### config.mk
export PLATFORM = sky130hd
export DESIGN_NAME = http_response_completeness_check_core
export DESIGN_NICKNAME = d
export VERILOG_FILES = /design/src/rtl/hrcc_pkg.sv /design/src/rtl/http_response_completeness_check_core.sv
export SDC_FILE = /design/constraint.sdc
export NUM_CORES = 1
export LEC_CHECK = 0
export BUFFER_PORTS_ARGS = -buffer_cell sky130_fd_sc_hd__buf_2
export CAP_MARGIN = 20
export CORE_AREA = 2 2 202 204
export DETAILED_ROUTE_END_ITERATION = 7
export DIE_AREA = 0 0 204 206
export GPL_TIMING_DRIVEN = 0
export PLACE_DENSITY = 0.39
export SYNTH_ARGS = -nofsm -noshare
export SYNTH_HDL_FRONTEND = slang
export SYNTH_SLANG_ARGS = --single-unit
### constraint.sdc
create_clock -name clk_i -period 19.1 [get_ports clk_i]
set_clock_uncertainty 0.05 [all_clocks]
set_input_delay 1.91 -clock clk_i [delete_from_list [all_inputs] [get_ports clk_i]]
set_output_delay 1.91 -clock clk_i [all_outputs]
set_load 0.05 [all_outputs]
### src/rtl/hrcc_pkg.sv
// Package for the HTTP response completeness check: limits, parse phases
// and match-string lookup functions. No dependencies.
`default_nettype none
package hrcc_pkg;
  localparam int unsigned MaxObject = 102400;
  localparam int unsigned LineMax = 8192;

  typedef enum logic [3:0] {
    PH_STATUS   = 4'd0,
    PH_HEADER   = 4'd1,
    PH_BODY     = 4'd2,
    PH_CSIZE    = 4'd3,
    PH_CEXT     = 4'd4,
    PH_CSIZE_LF = 4'd5,
    PH_CDATA    = 4'd6,
    PH_CDATA_CR = 4'd7,
    PH_CDATA_LF = 4'd8,
    PH_TRAILER  = 4'd9,
    PH_DONE     = 4'd10
  } phase_e;

  function automatic logic [7:0] status_char(input logic [4:0] p);
    logic [7:0] r;
    case (p)
      5'd0: r = "H";  5'd1: r = "T";  5'd2: r = "T";  5'd3: r = "P";
      5'd4: r = "/";  5'd5: r = "1";  5'd6: r = ".";  5'd7: r = "0";
      5'd8: r = " ";  5'd9: r = "2";  5'd10: r = "0"; 5'd11: r = "0";
      5'd12: r = " ";
      default: r = 8'h00;
    endcase
    return r;
  endfunction

  function automatic logic [7:0] te_char(input logic [4:0] p);
    logic [7:0] r;
    case (p)
      5'd0: r = "t";  5'd1: r = "r";  5'd2: r = "a";  5'd3: r = "n";
      5'd4: r = "s";  5'd5: r = "f";  5'd6: r = "e";  5'd7: r = "r";
      5'd8: r = "-";  5'd9: r = "e";  5'd10: r = "n"; 5'd11: r = "c";
      5'd12: r = "o"; 5'd13: r = "d"; 5'd14: r = "i"; 5'd15: r = "n";
      5'd16: r = "g";
      default: r = 8'h00;
    endcase
    return r;
  endfunction

  function automatic logic [7:0] cl_char(input logic [4:0] p);
    logic [7:0] r;
    case (p)
      5'd0: r = "c";  5'd1: r = "o";  5'd2: r = "n";  5'd3: r = "t";
      5'd4: r = "e";  5'd5: r = "n";  5'd6: r = "t";  5'd7: r = "-";
      5'd8: r = "l";  5'd9: r = "e";  5'd10: r = "n"; 5'd11: r = "g";
      5'd12: r = "t"; 5'd13: r = "h";
      default: r = 8'h00;
    endcase
    return r;
  endfunction

  function automatic logic [7:0] chunked_char(input logic [4:0] p);
    logic [7:0] r;
    case (p)
      5'd0: r = "c"; 5'd1: r = "h"; 5'd2: r = "u"; 5'd3: r = "n";
      5'd4: r = "k"; 5'd5: r = "e"; 5'd6: r = "d";
      default: r = 8'h00;
    endcase
    return r;
  endfunction

  function automatic logic [7:0] to_lower(input logic [7:0] c);
    return (c >= "A" && c <= "Z") ? c + 8'd32 : c;
  endfunction
endpackage
`default_nettype wire

### src/rtl/http_response_completeness_check_core.sv
// HTTP response completeness check, top level.
// Depends on hrcc_pkg for limits, phases and match strings.
//
// Usage: the response is fed one byte per input beat on data_byte_i, with
// last_byte_i set on its final byte. Beats without last_byte_i produce no
// output. The beat that carries last_byte_i produces exactly one output
// beat on cacheable_o: 1 if the response had an "HTTP/1.0 200 " or
// "HTTP/1.1 200 " status line, well-formed headers, a terminating blank
// line and a body that agrees with its Content-Length or chunked framing;
// 0 otherwise. The parse state advances in the same cycle a byte is taken,
// so one byte is accepted every cycle while in_ready_o is high; the verdict
// is captured in the output register as the final byte is taken. The single
// output register sets the rate: in_ready_o is high whenever that register
// is empty or being drained in the same cycle, so a stalled receiver only
// holds input once a verdict is waiting. After each verdict the parser
// returns to its reset state, ready for the next response. Asynchronous
// reset clears the parser and empties the output register.
`default_nettype none
module http_response_completeness_check_core (
  input  wire logic       clk_i,
  input  wire logic       rst_ni,
  input  wire logic       in_valid_i,
  output logic            in_ready_o,
  input  wire logic [7:0] data_byte_i,
  input  wire logic       last_byte_i,
  output logic            out_valid_o,
  input  wire logic       out_ready_i,
  output logic            cacheable_o
);
  import hrcc_pkg::*;

  localparam int unsigned LenW = 17;
  localparam int unsigned CntW = 18;
  localparam logic [LenW-1:0] MaxLen = LenW'(MaxObject);
  localparam logic [CntW-1:0] MaxCnt = CntW'(MaxObject);
  localparam logic [13:0] LineLim = 14'(LineMax);

  phase_e      phase_q, phase_d;
  logic        fail_q, fail_d;
  logic [4:0]  mpos_q, mpos_d;
  logic [13:0] llen_q, llen_d;
  logic        crp_q, crp_d;
  logic [1:0]  cand_q, cand_d;
  logic [3:0]  vsub_q, vsub_d;
  logic        chk_q, chk_d;
  logic        lens_q, lens_d;
  logic [LenW-1:0] dlen_q, dlen_d;
  logic [CntW-1:0] bcnt_q, bcnt_d;
  logic [LenW-1:0] crem_q, crem_d;
  logic        colon_q, colon_d;
  logic        ov_q, res_q, verdict;

  logic accept;
  assign in_ready_o  = !ov_q || out_ready_i;
  assign accept      = in_valid_i && in_ready_o;
  assign out_valid_o = ov_q;
  assign cacheable_o = res_q;

  always_comb begin
    logic [7:0] c, l;
    logic blank, digit, eol, do_content, vrun;
    logic [3:0] hv;
    logic hvalid;
    logic [21:0] acc;
    c = data_byte_i;
    l = to_lower(c);
    phase_d = phase_q; fail_d = fail_q; mpos_d = mpos_q; llen_d = llen_q;
    crp_d = crp_q; cand_d = cand_q; vsub_d = vsub_q; chk_d = chk_q;
    lens_d = lens_q; dlen_d = dlen_q; bcnt_d = bcnt_q; crem_d = crem_q;
    colon_d = colon_q;
    eol = 1'b0; do_content = 1'b0;
    blank = 1'b0; digit = 1'b0; vrun = 1'b0; acc = '0;
    hvalid = 1'b0; hv = '0;
    if (!fail_q) begin
      case (phase_q)
        PH_STATUS, PH_HEADER: begin
          // A pending CR is either the end of line or a content byte
          // processed before the current byte; the latter is chained here.
          if (crp_q) begin
            crp_d = 1'b0;
            if (c == 8'h0a) eol = 1'b1;
            else begin
              if (llen_q >= LineLim - 14'd1) begin
                fail_d = 1'b1;
                llen_d = LineLim;
              end else begin
                llen_d = llen_q + 14'd1;
                if (phase_q == PH_STATUS) begin
                  if (mpos_q < 5'd13) begin
                    if (8'h0d != status_char(mpos_q)) fail_d = 1'b1;
                    mpos_d = mpos_q + 5'd1;
                  end
                end else if (!colon_q) begin
                  if (mpos_q >= 5'd17 || 8'h0d != te_char(mpos_q)) cand_d[0] = 1'b0;
                  if (mpos_q >= 5'd14 || 8'h0d != cl_char(mpos_q)) cand_d[1] = 1'b0;
                  if (mpos_q < 5'd31) mpos_d = mpos_q + 5'd1;
                end else begin
                  case (vsub_q)
                    4'd1: begin vsub_d = 4'd2; fail_d = 1'b1; end
                    4'd2: fail_d = 1'b1;
                    4'd3, 4'd4, 4'd5, 4'd6: fail_d = 1'b1;
                    default: ;
                  endcase
                end
              end
            end
          end
          if (!eol && !fail_d) begin
            if (c == 8'h0d) crp_d = 1'b1;
            else do_content = 1'b1;
          end
          if (eol) begin
            if (phase_q == PH_STATUS) begin
              if (mpos_q < 5'd13) fail_d = 1'b1;
              phase_d = PH_HEADER;
            end else if (llen_q == 14'd0) begin
              if (chk_q && lens_q) fail_d = 1'b1;
              phase_d = chk_q ? PH_CSIZE : PH_BODY;
              bcnt_d = '0;
              crem_d = '0;
            end else begin
              if (!colon_q) fail_d = 1'b1;
              if (vsub_q == 4'd1 || vsub_q == 4'd4 ||
                  (vsub_q == 4'd2 && mpos_q < 5'd7)) fail_d = 1'b1;
            end
            llen_d = '0; colon_d = 1'b0; mpos_d = '0; cand_d = 2'b11;
            vsub_d = '0;
          end
          if (do_content) begin
            // Content byte, evaluated on the state after any pending CR.
            if (llen_d >= LineLim - 14'd1 || c == 8'h00) begin
              fail_d = 1'b1;
              if (llen_d < LineLim) llen_d = llen_d + 14'd1;
            end else begin
              llen_d = llen_d + 14'd1;
              if (phase_q == PH_STATUS) begin
                if (mpos_d < 5'd13) begin
                  if (!(c == status_char(mpos_d) || (mpos_d == 5'd7 && c == "1")))
                    fail_d = 1'b1;
                  mpos_d = mpos_d + 5'd1;
                end
              end else if (!colon_d) begin
                if (c == ":") begin
                  colon_d = 1'b1;
                  if (cand_d[0] && mpos_d == 5'd17) begin
                    if (chk_q) fail_d = 1'b1;
                    chk_d = 1'b1; vsub_d = 4'd1;
                  end else if (cand_d[1] && mpos_d == 5'd14) begin
                    if (lens_q) fail_d = 1'b1;
                    lens_d = 1'b1; dlen_d = '0; vsub_d = 4'd4;
                  end
                  mpos_d = '0;
                end else begin
                  if (mpos_d >= 5'd17 || l != te_char(mpos_d)) cand_d[0] = 1'b0;
                  if (mpos_d >= 5'd14 || l != cl_char(mpos_d)) cand_d[1] = 1'b0;
                  if (mpos_d < 5'd31) mpos_d = mpos_d + 5'd1;
                end
              end else begin
                blank = (c == " ") || (c == 8'h09);
                digit = (c >= "0") && (c <= "9");
                acc = 22'(dlen_d) * 22'd10 + 22'(c - "0");
                vrun = 1'b0;
                case (vsub_d)
                  4'd1: if (!blank) begin vsub_d = 4'd2; mpos_d = '0; vrun = 1'b1; end
                  4'd2: vrun = 1'b1;
                  4'd3, 4'd6: if (!blank) fail_d = 1'b1;
                  4'd4: begin
                    if (!blank) begin
                      if (!digit) fail_d = 1'b1;
                      else begin
                        vsub_d = 4'd5;
                        if (acc > 22'(MaxObject)) begin fail_d = 1'b1; dlen_d = MaxLen; end
                        else dlen_d = LenW'(acc);
                      end
                    end
                  end
                  4'd5: begin
                    if (digit) begin
                      if (acc > 22'(MaxObject)) begin fail_d = 1'b1; dlen_d = MaxLen; end
                      else dlen_d = LenW'(acc);
                    end else if (blank) vsub_d = 4'd6;
                    else fail_d = 1'b1;
                  end
                  default: ;
                endcase
                if (vrun) begin
                  if (mpos_d < 5'd7) begin
                    if (l != chunked_char(mpos_d)) fail_d = 1'b1;
                    else mpos_d = mpos_d + 5'd1;
                  end else if (blank) vsub_d = 4'd3;
                  else fail_d = 1'b1;
                end
              end
            end
          end
        end
        PH_BODY: if (bcnt_q <= MaxCnt) bcnt_d = bcnt_q + 1'b1;
        PH_CSIZE: begin
          if (c >= "0" && c <= "9") begin hvalid = 1'b1; hv = c[3:0]; end
          else if (l >= "a" && l <= "f") begin hvalid = 1'b1; hv = 4'(l - "a" + 8'd10); end
          if (hvalid) begin
            acc = {1'b0, crem_q, 4'(0)} | 22'(hv);
            if (acc > 22'(MaxObject)) begin fail_d = 1'b1; crem_d = MaxLen; end
            else crem_d = LenW'(acc);
            mpos_d = 5'd1;
          end else if (mpos_q == 5'd0) fail_d = 1'b1;
          else if (c == ";") phase_d = PH_CEXT;
          else if (c == 8'h0d) phase_d = PH_CSIZE_LF;
          else fail_d = 1'b1;
        end
        PH_CEXT: if (c == 8'h0d) phase_d = PH_CSIZE_LF;
        PH_CSIZE_LF: begin
          if (c != 8'h0a) fail_d = 1'b1;
          else if (crem_q == '0) begin
            phase_d = PH_TRAILER;
            llen_d = '0; colon_d = 1'b0; mpos_d = '0; cand_d = 2'b11;
            vsub_d = '0; crp_d = 1'b0;
          end else phase_d = PH_CDATA;
        end
        PH_CDATA: begin
          if (crem_q != '0) crem_d = crem_q - 1'b1;
          if (crem_q <= LenW'(1)) phase_d = PH_CDATA_CR;
        end
        PH_CDATA_CR: if (c == 8'h0d) phase_d = PH_CDATA_LF; else fail_d = 1'b1;
        PH_CDATA_LF: begin
          if (c == 8'h0a) begin phase_d = PH_CSIZE; crem_d = '0; mpos_d = '0; end
          else fail_d = 1'b1;
        end
        PH_TRAILER: begin
          if (crp_q && c == 8'h0a) begin
            crp_d = 1'b0;
            if (llen_q == 14'd0) phase_d = PH_DONE;
            else if (!colon_q) fail_d = 1'b1;
            else begin
              llen_d = '0; colon_d = 1'b0; mpos_d = '0; cand_d = 2'b11;
              vsub_d = '0;
            end
          end else begin
            if (crp_q) llen_d = 14'd1;
            if (c == 8'h0d) crp_d = 1'b1;
            else begin
              crp_d = 1'b0;
              llen_d = 14'd1;
              if (c == ":") colon_d = 1'b1;
            end
          end
        end
        default: fail_d = 1'b1;
      endcase
    end
    verdict = 1'b0;
    if (!fail_d) begin
      if (phase_d == PH_BODY) verdict = !lens_d || (bcnt_d == CntW'(dlen_d));
      else if (phase_d == PH_DONE) verdict = 1'b1;
    end
    // Return to reset state after the final byte.
    if (last_byte_i) begin
      phase_d = PH_STATUS; fail_d = 1'b0; crp_d = 1'b0; chk_d = 1'b0;
      lens_d = 1'b0; dlen_d = '0; bcnt_d = '0; crem_d = '0;
      llen_d = '0; colon_d = 1'b0; mpos_d = '0; cand_d = 2'b11; vsub_d = '0;
    end
  end

  always_ff @(posedge clk_i or negedge rst_ni) begin
    if (!rst_ni) begin
      phase_q <= PH_STATUS; fail_q <= 1'b0; mpos_q <= '0; llen_q <= '0;
      crp_q <= 1'b0; cand_q <= 2'b11; vsub_q <= '0; chk_q <= 1'b0;
      lens_q <= 1'b0; dlen_q <= '0; bcnt_q <= '0; crem_q <= '0;
      colon_q <= 1'b0; ov_q <= 1'b0;
    end else begin
      if (accept) begin
        phase_q <= phase_d; fail_q <= fail_d; mpos_q <= mpos_d; llen_q <= llen_d;
        crp_q <= crp_d; cand_q <= cand_d; vsub_q <= vsub_d; chk_q <= chk_d;
        lens_q <= lens_d; dlen_q <= dlen_d; bcnt_q <= bcnt_d; crem_q <= crem_d;
        colon_q <= colon_d;
      end
      if (accept && last_byte_i) ov_q <= 1'b1;
      else if (out_ready_i) ov_q <= 1'b0;
    end
  end

  always_ff @(posedge clk_i) begin
    if (accept && last_byte_i) res_q <= verdict;
  end
endmodule
`default_nettype wire
==> results of run 1 <==
## worst reg2reg max path, delay by kind of cell, from the launching register on
kind            cells  cell delay, ns
compound gates     16            3.21
simple gates        7            2.25
fa+ha+maj           4            1.16
flops               1            0.50
buf+inv             2            0.38
xor+xnor            1            0.15
## cells by family (layout without fill, tap and decap cells)
group	after synthesis	count (layout)
adders and majority gates	88	88
xor gates and xnor gates	69	69
AOI/OAI and AO/OA	576	576
and+or+nand+nor	629	629
DFF	88	88
buffers and inverters	157	191
muxes	13	13
## per-layer routing
metal / vias to the layer above / global-route usage / wire length, um
li1: 6167 / - / -
met1: 6218 / 0.3330 / 23200
met2: 386 / 0.3794 / 22350
met3: 65 / 0.03564 / 2546
met4: 0 / 0.07557 / 1451
met5: - / 0 / 0
## cells in the final DEF (no fill, tap or decap), drive strengths merged, types with 24 or more instances in the layout
cell / instances
nand2: 180
o21ai: 162
nor2: 152
a21oi: 110
ha: 86
dfrtp: 85
clkbuf: 85
nand3: 62
nor3: 57
inv: 57
xnor2: 43
buf: 43
a31oi: 35
nor4: 32
xor2: 26
nand4: 25
a22oi: 24
## through the flow
step / setup slack, ns / area (um2) / hold WS (ns) / std cells
6_report: 9.783 / 12860 / 0.4637 / 2186
3_5_place_dp: 9.639 / 12550 / 0.4556 / 2170
3_3_place_gp: 9.619 / 12510 / 0.4495 / 2167
2_1_floorplan: 12.54 / 11770 / 0.4218 / 1620
5_1_grt: 9.465 / 12860 / 0.4807 / 2186
4_1_cts: 10.02 / 12860 / 0.4633 / 2186
## worst max path at each step
stage / startpoint / slack (ns) / to / depth (start not counted)
2_1_floorplan: data_byte_i[0] / 12.54 / cacheable_o$_SDFFCE_PP0P_ / 22
3_3_place_gp: data_byte_i[0] / 9.62 / cacheable_o$_SDFFCE_PP0P_ / 23
3_5_place_dp: data_byte_i[0] / 9.64 / cacheable_o$_SDFFCE_PP0P_ / 23
4_1_cts: data_byte_i[0] / 10.02 / cacheable_o$_SDFFCE_PP0P_ / 23
5_1_grt: data_byte_i[0] / 9.47 / cacheable_o$_SDFFCE_PP0P_ / 23
6_report: data_byte_i[0] / 9.78 / cacheable_o$_SDFFCE_PP0P_ / 23
## layout make-up
cell class / count / share of cell area
flip-flops and latches: 88 / 0.1718
plain buffers: 100 / 0.03249
clock buffers: 10 / 0.01858
well taps: 532 / 0.05175
multi-input cells: 1375 / 0.6939
inverters: 57 / 0.01663
clock inverters: 6 / 0.005933
repair buffers: 18 / 0.008949
## where the power goes
part / leakage (nW) / switching [mW] / internal, mW
clock: 0.155 / 0.0915 / 0.107
sequential: 1.20 / 0.0176 / 0.204
combinational: 3.69 / 0.439 / 0.192
total: 5.05 / 0.548 / 0.503
## sequential cells by signal, summed over array words and instances, names as in the netlist
register     count
phase_q          4
vsub_q           4
cand_q           2
crp_q            1
out_valid_o      1
llen_q          14
fail_q           1
chk_q            1
lens_q           1
dlen_q          17
crem_q          17
bcnt_q          18
colon_q          1
cacheable_o      1
mpos_q           5
==> impl_results.md, run 1 <==
- FF/Latch Area: about 2200 um2
- Fraction of layout cells with a size suffix above 1: 0.06530
- XOR/XNOR Fraction of Synth Area: 0.05136
- Worst reg2reg setup slack: approximately 11 ns
- Worst EP arrival: about 9.5 ns
- # port buffers: 15
- Commonest cells in the netlist: 179 x nand2_1, 151 x nor2_1, 146 x o21ai_0, 108 x a21oi_1, 86 x ha_1
- Crit Path Class: in -> reg
- Top cell type's share of synthesized area: 0.1808
- PwrDens: 81.70 nW/um2
- Core area: approximately 40000 um2
- Final Util: 0.3201
- Pin count of the biggest net entering global routing: 60
- Cts bufs inserted: 9
- Number of setup violations in the final report: 0
- Startpoint types: input port
- FF-to-FF path depth: 30
- CP endpoint kind: flip-flop
- Hold Violations, Final: 0
- Slew headroom: 0.3351
- Post-synthesis sequential area ratio: 0.1878
- Hold endpoint: cand_q[1]$_DFFE_PN1P_
- Synthesized area per cell: between 7 and 8 um2
- CP max stage delay: 0.74 ns
- Yosys warning total: 0
- Wire length per cell: about 23 um
- Post-synthesis mux area share: 0.01148
- Seq cells post-synth: 88
- Cell family with the largest share of critical-path delay: buffers and inverters
- Vias after detailed routing: 12836
- GR Overflow Total: 0
- Hold Crit Depth: 2
- Simple-Gate Fraction of Synth Area: 0.2683
- Synth unique cells: approximately 110
- Critical path's slowest cell: nor2_1
- TritonCTS clock tree: yes
- CP max FO: 10
- Number of synthesized flops with an enable pin: 1
- Die W: 204 um
- Hold buffers post-CTS: 0
- Outcome: finished, final reports clean
- Unrepaired setup endpoints after global routing: false
- Crit path top cell by count: clkbuf_1
- Slew of the pin with the lowest slew margin: 0.9892 ns
- Diode count: 0
- PnR Total Power: 1.051 mW
- Synthesized area: 11770 um2
- Final ANT Viol Nets: 0
- FF-to-FF End: cacheable_o$_SDFFCE_PP0P_
- Slew Limit Fails: 0
- Initial drt markers: between 1000 and 1500
- Critical path, cell by cell: buf_2, clkbuf_1, clkinv_1, ha_1, and3b_1, buf_2, nand3_1, clkbuf_1, clkbuf_1, nand2b_1, inv_1, ha_1, nand2_1, a21oi_1, nand2_1, nor2_1, nor2_1, o21ai_0, o221ai_1, nor4b_1, nand4_1, or3_1, a211oi_2
- Area Growth Syn to Fin: 9.314%
- Adder-cell area share of the yosys netlist: 0.09484
- Hold Path Origin: cand_q[1]$_DFFE_PN1P_
- Peak VDD IR: roughly 0.057 mV
- Static Leakage: 5.052 nW
- Die ar.: between 40000 and 50000 um2
- Max Fclk: ~110 MHz
- Post-synthesis compound-gate area fraction: 0.3326
- Post-synth top area cell: dfrtp_1
- Reg clk slew, reported paths: about 0.090 ns
- Final nets: about 1800
- Fill count: between 4000 and 5000
- FFs w/ async S/R, synth: 0.9886
- GRT Total Usage: 0.2392
- Area of the multi-input gates: roughly 8900 um2
- Cells after synthesis: 1620
- Clk_lat worst skew: 0.39 ns
- Period utilization: 0.4878
- Post-CTS Setup Repair Bufs: 0
- GP Congestion: around 0.91
- Dpl hpwl: a little under 40000 um
- Hold Path Class: reg -> reg
- DRC violations left: 0
- CTS H-tree depth: 3
- Number of max-cap violations: 0
- Req. time, crit path: 19.29 ns
- WP buf/inv: 7
- Fin crit period: a little over 9 ns
- Vias in the first global route: 12381
- Reg2Reg Launch Point: dlen_q[1]$_DFFE_PN0P_
- Routed wire length: between 40000 and 50000 um
- Syn_nets: 1721
- Drt pass-1 iters: 6
- TNS Setup: 0 ns
- CTS root buf: clkbuf_16
- # IOs: 16
- Largest family of logic cells by synthesized area: compound AO/OA/AOI/OAI gates
- First-pass GRT wire length: between 70000 and 80000 um
- Via density: ~6
- Initial core utilization: 0.2928
- Initial antenna violation count: 0
- # clock sinks: 88
- Cts repair resizes: 0
- Main synth FF type: dfrtp_1
- Top post-synthesis cells by area: dfrtp_1 18%, ha_1 9.1%, o21ai_0 6.2%
- Most numerous cell in the Yosys netlist: nand2_1
- Max clock buf depth: 2
- Die H: 206 um
- Row count: between 70 and 80
No activity file was read; power rests on OpenSTA's default activity.
==> run 2: changes to the inputs <==
--- a/config.mk
+++ b/config.mk
@@ -11,7 +11,7 @@
 export DETAILED_ROUTE_END_ITERATION = 7
 export DIE_AREA = 0 0 204 206
 export GPL_TIMING_DRIVEN = 0
-export PLACE_DENSITY = 0.39
+export PLACE_DENSITY = 0.41
 export SYNTH_ARGS = -nofsm -noshare
 export SYNTH_HDL_FRONTEND = slang
 export SYNTH_SLANG_ARGS = --single-unit
==> constraint.sdc (replaced) <==
create_clock -name clk_i -period 8.5 [get_ports clk_i]
set_clock_uncertainty 0.05 [all_clocks]
set_input_delay 0.85 -clock clk_i [delete_from_list [all_inputs] [get_ports clk_i]]
set_output_delay 0.85 -clock clk_i [all_outputs]
set_load 0.05 [all_outputs]
==> run 2 against run 1 <==
Effect of this change: wire length shrank 1.4%; die area is the same; sequential share of layout area is essentially flat; highest routed layer unchanged; clock power rose by 100%; non-clock buffer count rose by 1; cell count is essentially flat; utilization is essentially flat; global-route usage decreased by 0.75 points; worst hold slack got worse by 0.085 ns; sequential power grew 130%; critical endpoint unchanged; flip-flop and latch count unchanged.
==> impl_results.md, run 2 (synthesized netlist as in run 1, its figures left out) <==
- Outcome: finished, final reports clean
- Req. time, crit path: between 8 and 9 ns
- Max Fclk: 122.6 MHz
- Routed wire length: around 49000 um
- Fin worst setup slack: roughly 0.34 ns
- Switching Power: between 1 and 1.5 mW
- Final nets: 1751
- Slew of the pin with the lowest slew margin: about 0.97 ns
- Sw Share: 0.5282
- Hold Violations, Final: 0
- Critical path's slowest cell: nor2_1
- CTS root buf: clkbuf_16
- Number of max-cap violations: 0
- Area Growth Syn to Fin: 9.144%
- TNS Setup: 0 ns
- Period utilization: 0.9597
- Startpoint types: input port
- Commonest non-fill, non-tap cell in the layout: nand2_1
- Die H: a little over 200 um
- First-pass GRT wire length: between 70000 and 80000 um
- Pre-CTS WS: 0.1246 ns
- Vias after detailed routing: approximately 13000
- Cts bufs inserted: 9
- PwrDens: 180.0 nW/um2
- Reg clk slew, reported paths: ~0.09 ns
- # port buffers: 15
- Critical path, cell by cell: buf_2, clkbuf_1, clkinv_1, ha_1, and3b_1, buf_2, nand3_1, clkbuf_1, clkbuf_1, nand2b_1, inv_1, ha_1, nand2_1, a21oi_1, nand2_1, nor2_1, nor2_1, o21ai_0, o221ai_1, nor4b_1, nand4_1, or3_1, a211oi_2
- Biggest regs: bcnt_q x18, crem_q x17, dlen_q x17
- Number of setup violations in the final report: 0
- # clock sinks: 88
- FF-to-FF End: cacheable_o$_SDFFCE_PP0P_
- Crit path top cell by count: clkbuf_1
- Row count: 74
- GP Congestion: roughly 0.9
- DRC violations left: 0
- PnR Total Power: around 2.3 mW
- Die ar.: roughly 42000 um2
- Die W: approximately 200 um
- Static Leakage: 5.035 nW
- CP max stage delay: between 0.7 and 0.8 ns
- GR Overflow Total: 0
- Initial antenna violation count: 0
- Dpl hpwl: ~38000 um
- Worst reg2reg setup slack: 0.87 ns
- CP endpoint kind: flip-flop
- Seq pwr share: 0.216
- Peak VDD IR: a little over 0.09 mV
- Cell-internal power: 1.091 mW
- Hold buffers post-CTS: 0
- Most frequent cells in the layout: 179 x nand2_1, 151 x nor2_1, 145 x o21ai_0
- Worst Hold Slack: ~0.38 ns
- Clk pwr share: 0.174
- Core area: 40180 um2
- Fraction of layout cells with a size suffix above 1: 0.06707
- Wire length per cell: between 20 and 25 um
- CTS H-tree depth: 3
- Reg with most FFs: bcnt_q
- GRT Total Usage: 0.2318
- Final Util: 0.3196
- Diode count: 0
- Worst EP arrival: 8.33 ns
- TritonCTS clock tree: yes
- Hold Path Class: in -> async
- FF-to-FF path depth: 29
- Initial core utilization: 0.2928
- Crit Path Class: in -> reg
- Fin crit period: about 8.2 ns
- Initial drt markers: 1017
- Drt pass-1 iters: 6
- Final ANT Viol Nets: 0
- Slew headroom: 0.3503
- Slew Limit Fails: 0
- CP max FO: 10
- Max clock buf depth: 2
- Via density: between 5 and 6
- # IOs: 16
- Max reg flops: 18
- Combinational power share: 0.611
- Reg2Reg Launch Point: dlen_q[1]$_DFFE_PN0P_
- Pin count of the biggest net entering global routing: 60
- Clk_lat worst skew: 0.38 ns
- Vias in the first global route: around 12000
==> run 2: power by group through the flow <==
stage               Combinational [mW]  Clock (mW)  Sequential, mW
finish                            1.41       0.402           0.498
global placement                  1.39           0           0.506
global route                      1.55       0.425           0.503
detailed placement                1.38           0           0.505
floorplan                        0.951           0           0.498
CTS                               1.39       0.410           0.498
==> run 2: layout make-up <==
type	instances	area [um2]
inverter	57	214.0
sequential	88	2210
clock inverter	6	45.04
buffer	99	414.1
timing repair buffer	20	130.1
multi-input combinational	1375	8936
clock buffer	10	229.0
tap	532	665.6
fill	4497	27340
==> run 2: how the worst max path moves through the flow <==
stage | endpoint | slack [ns] | from
floorplan | cacheable_o$_SDFFCE_PP0P_ | 2.12 | dlen_q[1]$_DFFE_PN0P_
global placement | cacheable_o$_SDFFCE_PP0P_ | 0.12 | data_byte_i[0]
detailed placement | cacheable_o$_SDFFCE_PP0P_ | 0.12 | data_byte_i[0]
CTS | cacheable_o$_SDFFCE_PP0P_ | 0.52 | data_byte_i[0]
global route | cacheable_o$_SDFFCE_PP0P_ | -0.002 | dlen_q[1]$_DFFE_PN0P_
finish | cacheable_o$_SDFFCE_PP0P_ | 0.34 | data_byte_i[0]
==> run 2: per-layer routing <==
| layer | part of all wire | up-vias | GRT usage |
|---|---|---|---|
| li1 | - | 6162 | - |
| met1 | 0.47 | 6323 | 0.3134 |
| met2 | 0.45 | 393 | 0.3754 |
| met3 | 0.049 | 81 | 0.03217 |
| met4 | 0.033 | 0 | 0.08514 |
| met5 | 0 | - | 0 |
==> run 2: critical path: cells and delay by family <==
kind | cells | cell delay (ns)
AO/OA/AOI/OAI | 4 | 1.05
AND/OR/NAND/NOR | 10 | 2.68
adder cells (fa/ha/maj) | 2 | 0.80
buffers and inverters | 7 | 2.91
==> run 2: through the flow <==
stage | std cells | area, um2
after global routing | 2187 | 12840
after CTS | 2186 | 12820
after detailed placement | 2170 | 12550
final | 2187 | 12840
after floorplan | 1620 | 11770
after global placement | 2167 | 12510
==> run 2: what timing repair did <==
action,in CTS,in global routing
setup endpoints to repair,0,1
resized for setup,0,3
setup buffers,0,2
==> run 3: changes to the inputs <==
--- a/config.mk
+++ b/config.mk
@@ -5,9 +5,10 @@
 export SDC_FILE = /design/constraint.sdc
 export NUM_CORES = 1
 export LEC_CHECK = 0
-export BUFFER_PORTS_ARGS = -buffer_cell sky130_fd_sc_hd__buf_2
+export BUFFER_PORTS_ARGS = -buffer_cell sky130_fd_sc_hd__buf_4
 export CAP_MARGIN = 20
 export CORE_AREA = 2 2 202 204
+export CTS_CLUSTER_SIZE = 8
 export DETAILED_ROUTE_END_ITERATION = 7
 export DIE_AREA = 0 0 204 206
 export GPL_TIMING_DRIVEN = 0
==> run 3 against run 2 <==
Effect of this change: global-route usage increased by 0.072 points; utilization up 0.12 points; clock power is 1% higher; cell area grew 0.39%; non-clock buffer count unchanged; flip-flop and latch count is the same; clock-buffer cell count is 1 higher; maximum frequency rose by 3.6%; worst hold slack better by 0.016 ns.
==> impl_results.md, run 3 (synthesized netlist as in run 1, its figures left out) <==
- FF/Latch Area: between 2000 and 2500 um2
- Initial drt markers: between 1000 and 1500
- Max Fclk: 127.0 MHz
- Hold Path Class: in -> async
- Dpl hpwl: ~38000 um
- Max clock buf depth: 2
- Max reg flops: 18
- Crit Path Class: in -> reg
- Slew of the pin with the lowest slew margin: about 1 ns
- Commonest non-fill, non-tap cell in the layout: nand2_1
- Row count: between 70 and 80
- Startpoint types: input port
- CP max stage delay: slightly above 0.6 ns
- Wire length per cell: ~22 um
- Fin crit period: approximately 7.9 ns
- Fraction of layout cells with a size suffix above 1: 0.06707
- First-pass GRT wire length: around 75000 um
- Vias after detailed routing: around 13000
- Worst setup endpoint: cacheable_o$_SDFFCE_PP0P_
- Diode count: 0
- Reg with most FFs: bcnt_q
- Die W: ~200 um
- Final ANT Viol Nets: 0
- Clk pwr share: 0.175
- PwrDens: between 150 and 200 nW/um2
- FF-to-FF End: cacheable_o$_SDFFCE_PP0P_
- Switching Power: approximately 1.2 mW
- Peak VDD IR: approximately 0.14 mV
- Static Leakage: around 5.1 nW
- FF-to-FF path depth: 30
- Clk_lat worst skew: around 0.37 ns
- CTS H-tree depth: 3
- # clock sinks: 88
- Worst reg2reg setup slack: between 0.7 and 0.8 ns
- Cts bufs inserted: 9
- Critical Path Start: data_byte_i[0]
- DRC violations left: 0
- Number of setup violations in the final report: 0
- Initial core utilization: 0.2928
- Period utilization: 0.9260
- Die ar.: 42020 um2
- Initial antenna violation count: 0
- Fill count: between 4000 and 5000
- CP max FO: 10
- Hold Violations, Final: 0
- GRT Total Usage: 0.2325
- Number of max-cap violations: 0
- PnR Total Power: ~2.3 mW
- Hold buffers post-CTS: 0
- Worst EP arrival: 8.04 ns
- # IOs: 16
- Pin count of the biggest net entering global routing: 58
- GR Overflow Total: 0
- Vias in the first global route: about 12000
- Final Util: 0.3209
- Critical path, cell by cell: buf_4, clkbuf_1, clkinv_1, ha_1, and3b_1, buf_2, nand3_1, clkbuf_1, clkbuf_1, nand2b_1, inv_1, ha_1, nand2_1, a21oi_1, nand2_1, nor2_2, nor2_1, o21ai_0, o221ai_1, nor4b_1, nand4_1, or3_1, a211oi_2
- Reg clk slew, reported paths: ~0.070 ns
- TritonCTS clock tree: yes
- Combinational power share: 0.609
- Slew headroom: 0.3260
- CTS root buf: clkbuf_16
- Slew Limit Fails: 0
- Final nets: 1751
- Routed wire length: between 40000 and 50000 um
- # port buffers: 15
- CP endpoint kind: flip-flop
- GP Congestion: approximately 0.91
- Crit path top cell by count: clkbuf_1
- Sw Share: 0.5249
- Reg2Reg Launch Point: dlen_q[1]$_DFFE_PN0P_
- Seq pwr share: 0.215
- Req. time, crit path: slightly below 9 ns
- Cell-internal power: between 1 and 1.5 mW
- Biggest regs: bcnt_q x18, crem_q x17, dlen_q x17
- Die H: between 200 and 250 um
- Most frequent cells in the layout: 179 x nand2_1, 150 x nor2_1, 145 x o21ai_0
- Critical path's slowest cell: clkinv_1
- Core area: 40180 um2
- Area Growth Syn to Fin: 9.569%
- Drt pass-1 iters: 6
- Area of the multi-input gates: roughly 8900 um2
- Via density: ~5.9
- Outcome: finished, final reports clean
[run 3: power groups by stage]
stage	sequential [mW]	combinational (mW)	clock, mW
global route	0.504	1.54	0.440
detailed placement	0.505	1.38	0
global placement	0.506	1.39	0
CTS	0.498	1.39	0.425
finish	0.499	1.41	0.407
floorplan	0.498	0.951	0
[run 3: worst min-delay path by stage]
stage / to / slack (ns) / from
finish: vsub_q[0]$_DFFE_PN0P_ / 0.40 / rst_ni
global route: dlen_q[5]$_DFFE_PN0P_ / 0.42 / rst_ni
CTS: dlen_q[0]$_DFFE_PN0P_ / 0.39 / rst_ni
detailed placement: cand_q[0]$_DFFE_PN1P_ / 0.46 / cand_q[0]$_DFFE_PN1P_
global placement: crem_q[16]$_DFFE_PN0P_ / 0.45 / crem_q[16]$_DFFE_PN0P_
floorplan: bcnt_q[16]$_DFFE_PN0P_ / 0.42 / bcnt_q[16]$_DFFE_PN0P_
[run 3: final cells by class]
class / instances / share of cell area
Timing Repair Buffer: 20 / 0.01329
Buffer: 99 / 0.03212
Clock buffer: 11 / 0.01883
Clock inverter: 5 / 0.003299
Sequential cell: 88 / 0.1714
Tap cell: 532 / 0.05163
Multi-Input combinational cell: 1375 / 0.6929
Inverter: 57 / 0.01659
[run 3: metrics by stage]
step	cell area, um2	hold WS (ns)	instances	setup TNS [ns]	worst slack, ns
floorplan	11770	0.4218	1620	0	2.123
global placement	12550	0.4549	2167	0	0.1207
detailed placement	12590	0.4575	2170	0	0.1247
CTS	12870	0.3912	2186	0	0.4987
global route	12890	0.4182	2187	-0.0003242	-0.0003242
finish	12890	0.3953	2187	0	0.6288
[run 3: worst max-delay path, delay by kind of cell]
family	cells	cell delay [ns]
and+or+nand+nor	10	2.44
AOI/OAI and AO/OA	4	1.06
buffers and inverters	7	2.88
adders and majority gates	2	0.79
[run 3: what timing repair did]
item | CTS | global route
setup buffers | 0 | 2
endpoints found under the setup margin | 0 | 1
endpoints found under the hold margin | 0 | 0
gates resized for setup | 0 | 3
[run 3: layer usage]
| layer | share of wire | GRT usage |
|---|---|---|
| met5 | 0 | 0 |
| met4 | 0.031 | 0.08023 |
| met3 | 0.051 | 0.02949 |
| met2 | 0.45 | 0.3748 |
| met1 | 0.47 | 0.3195 |
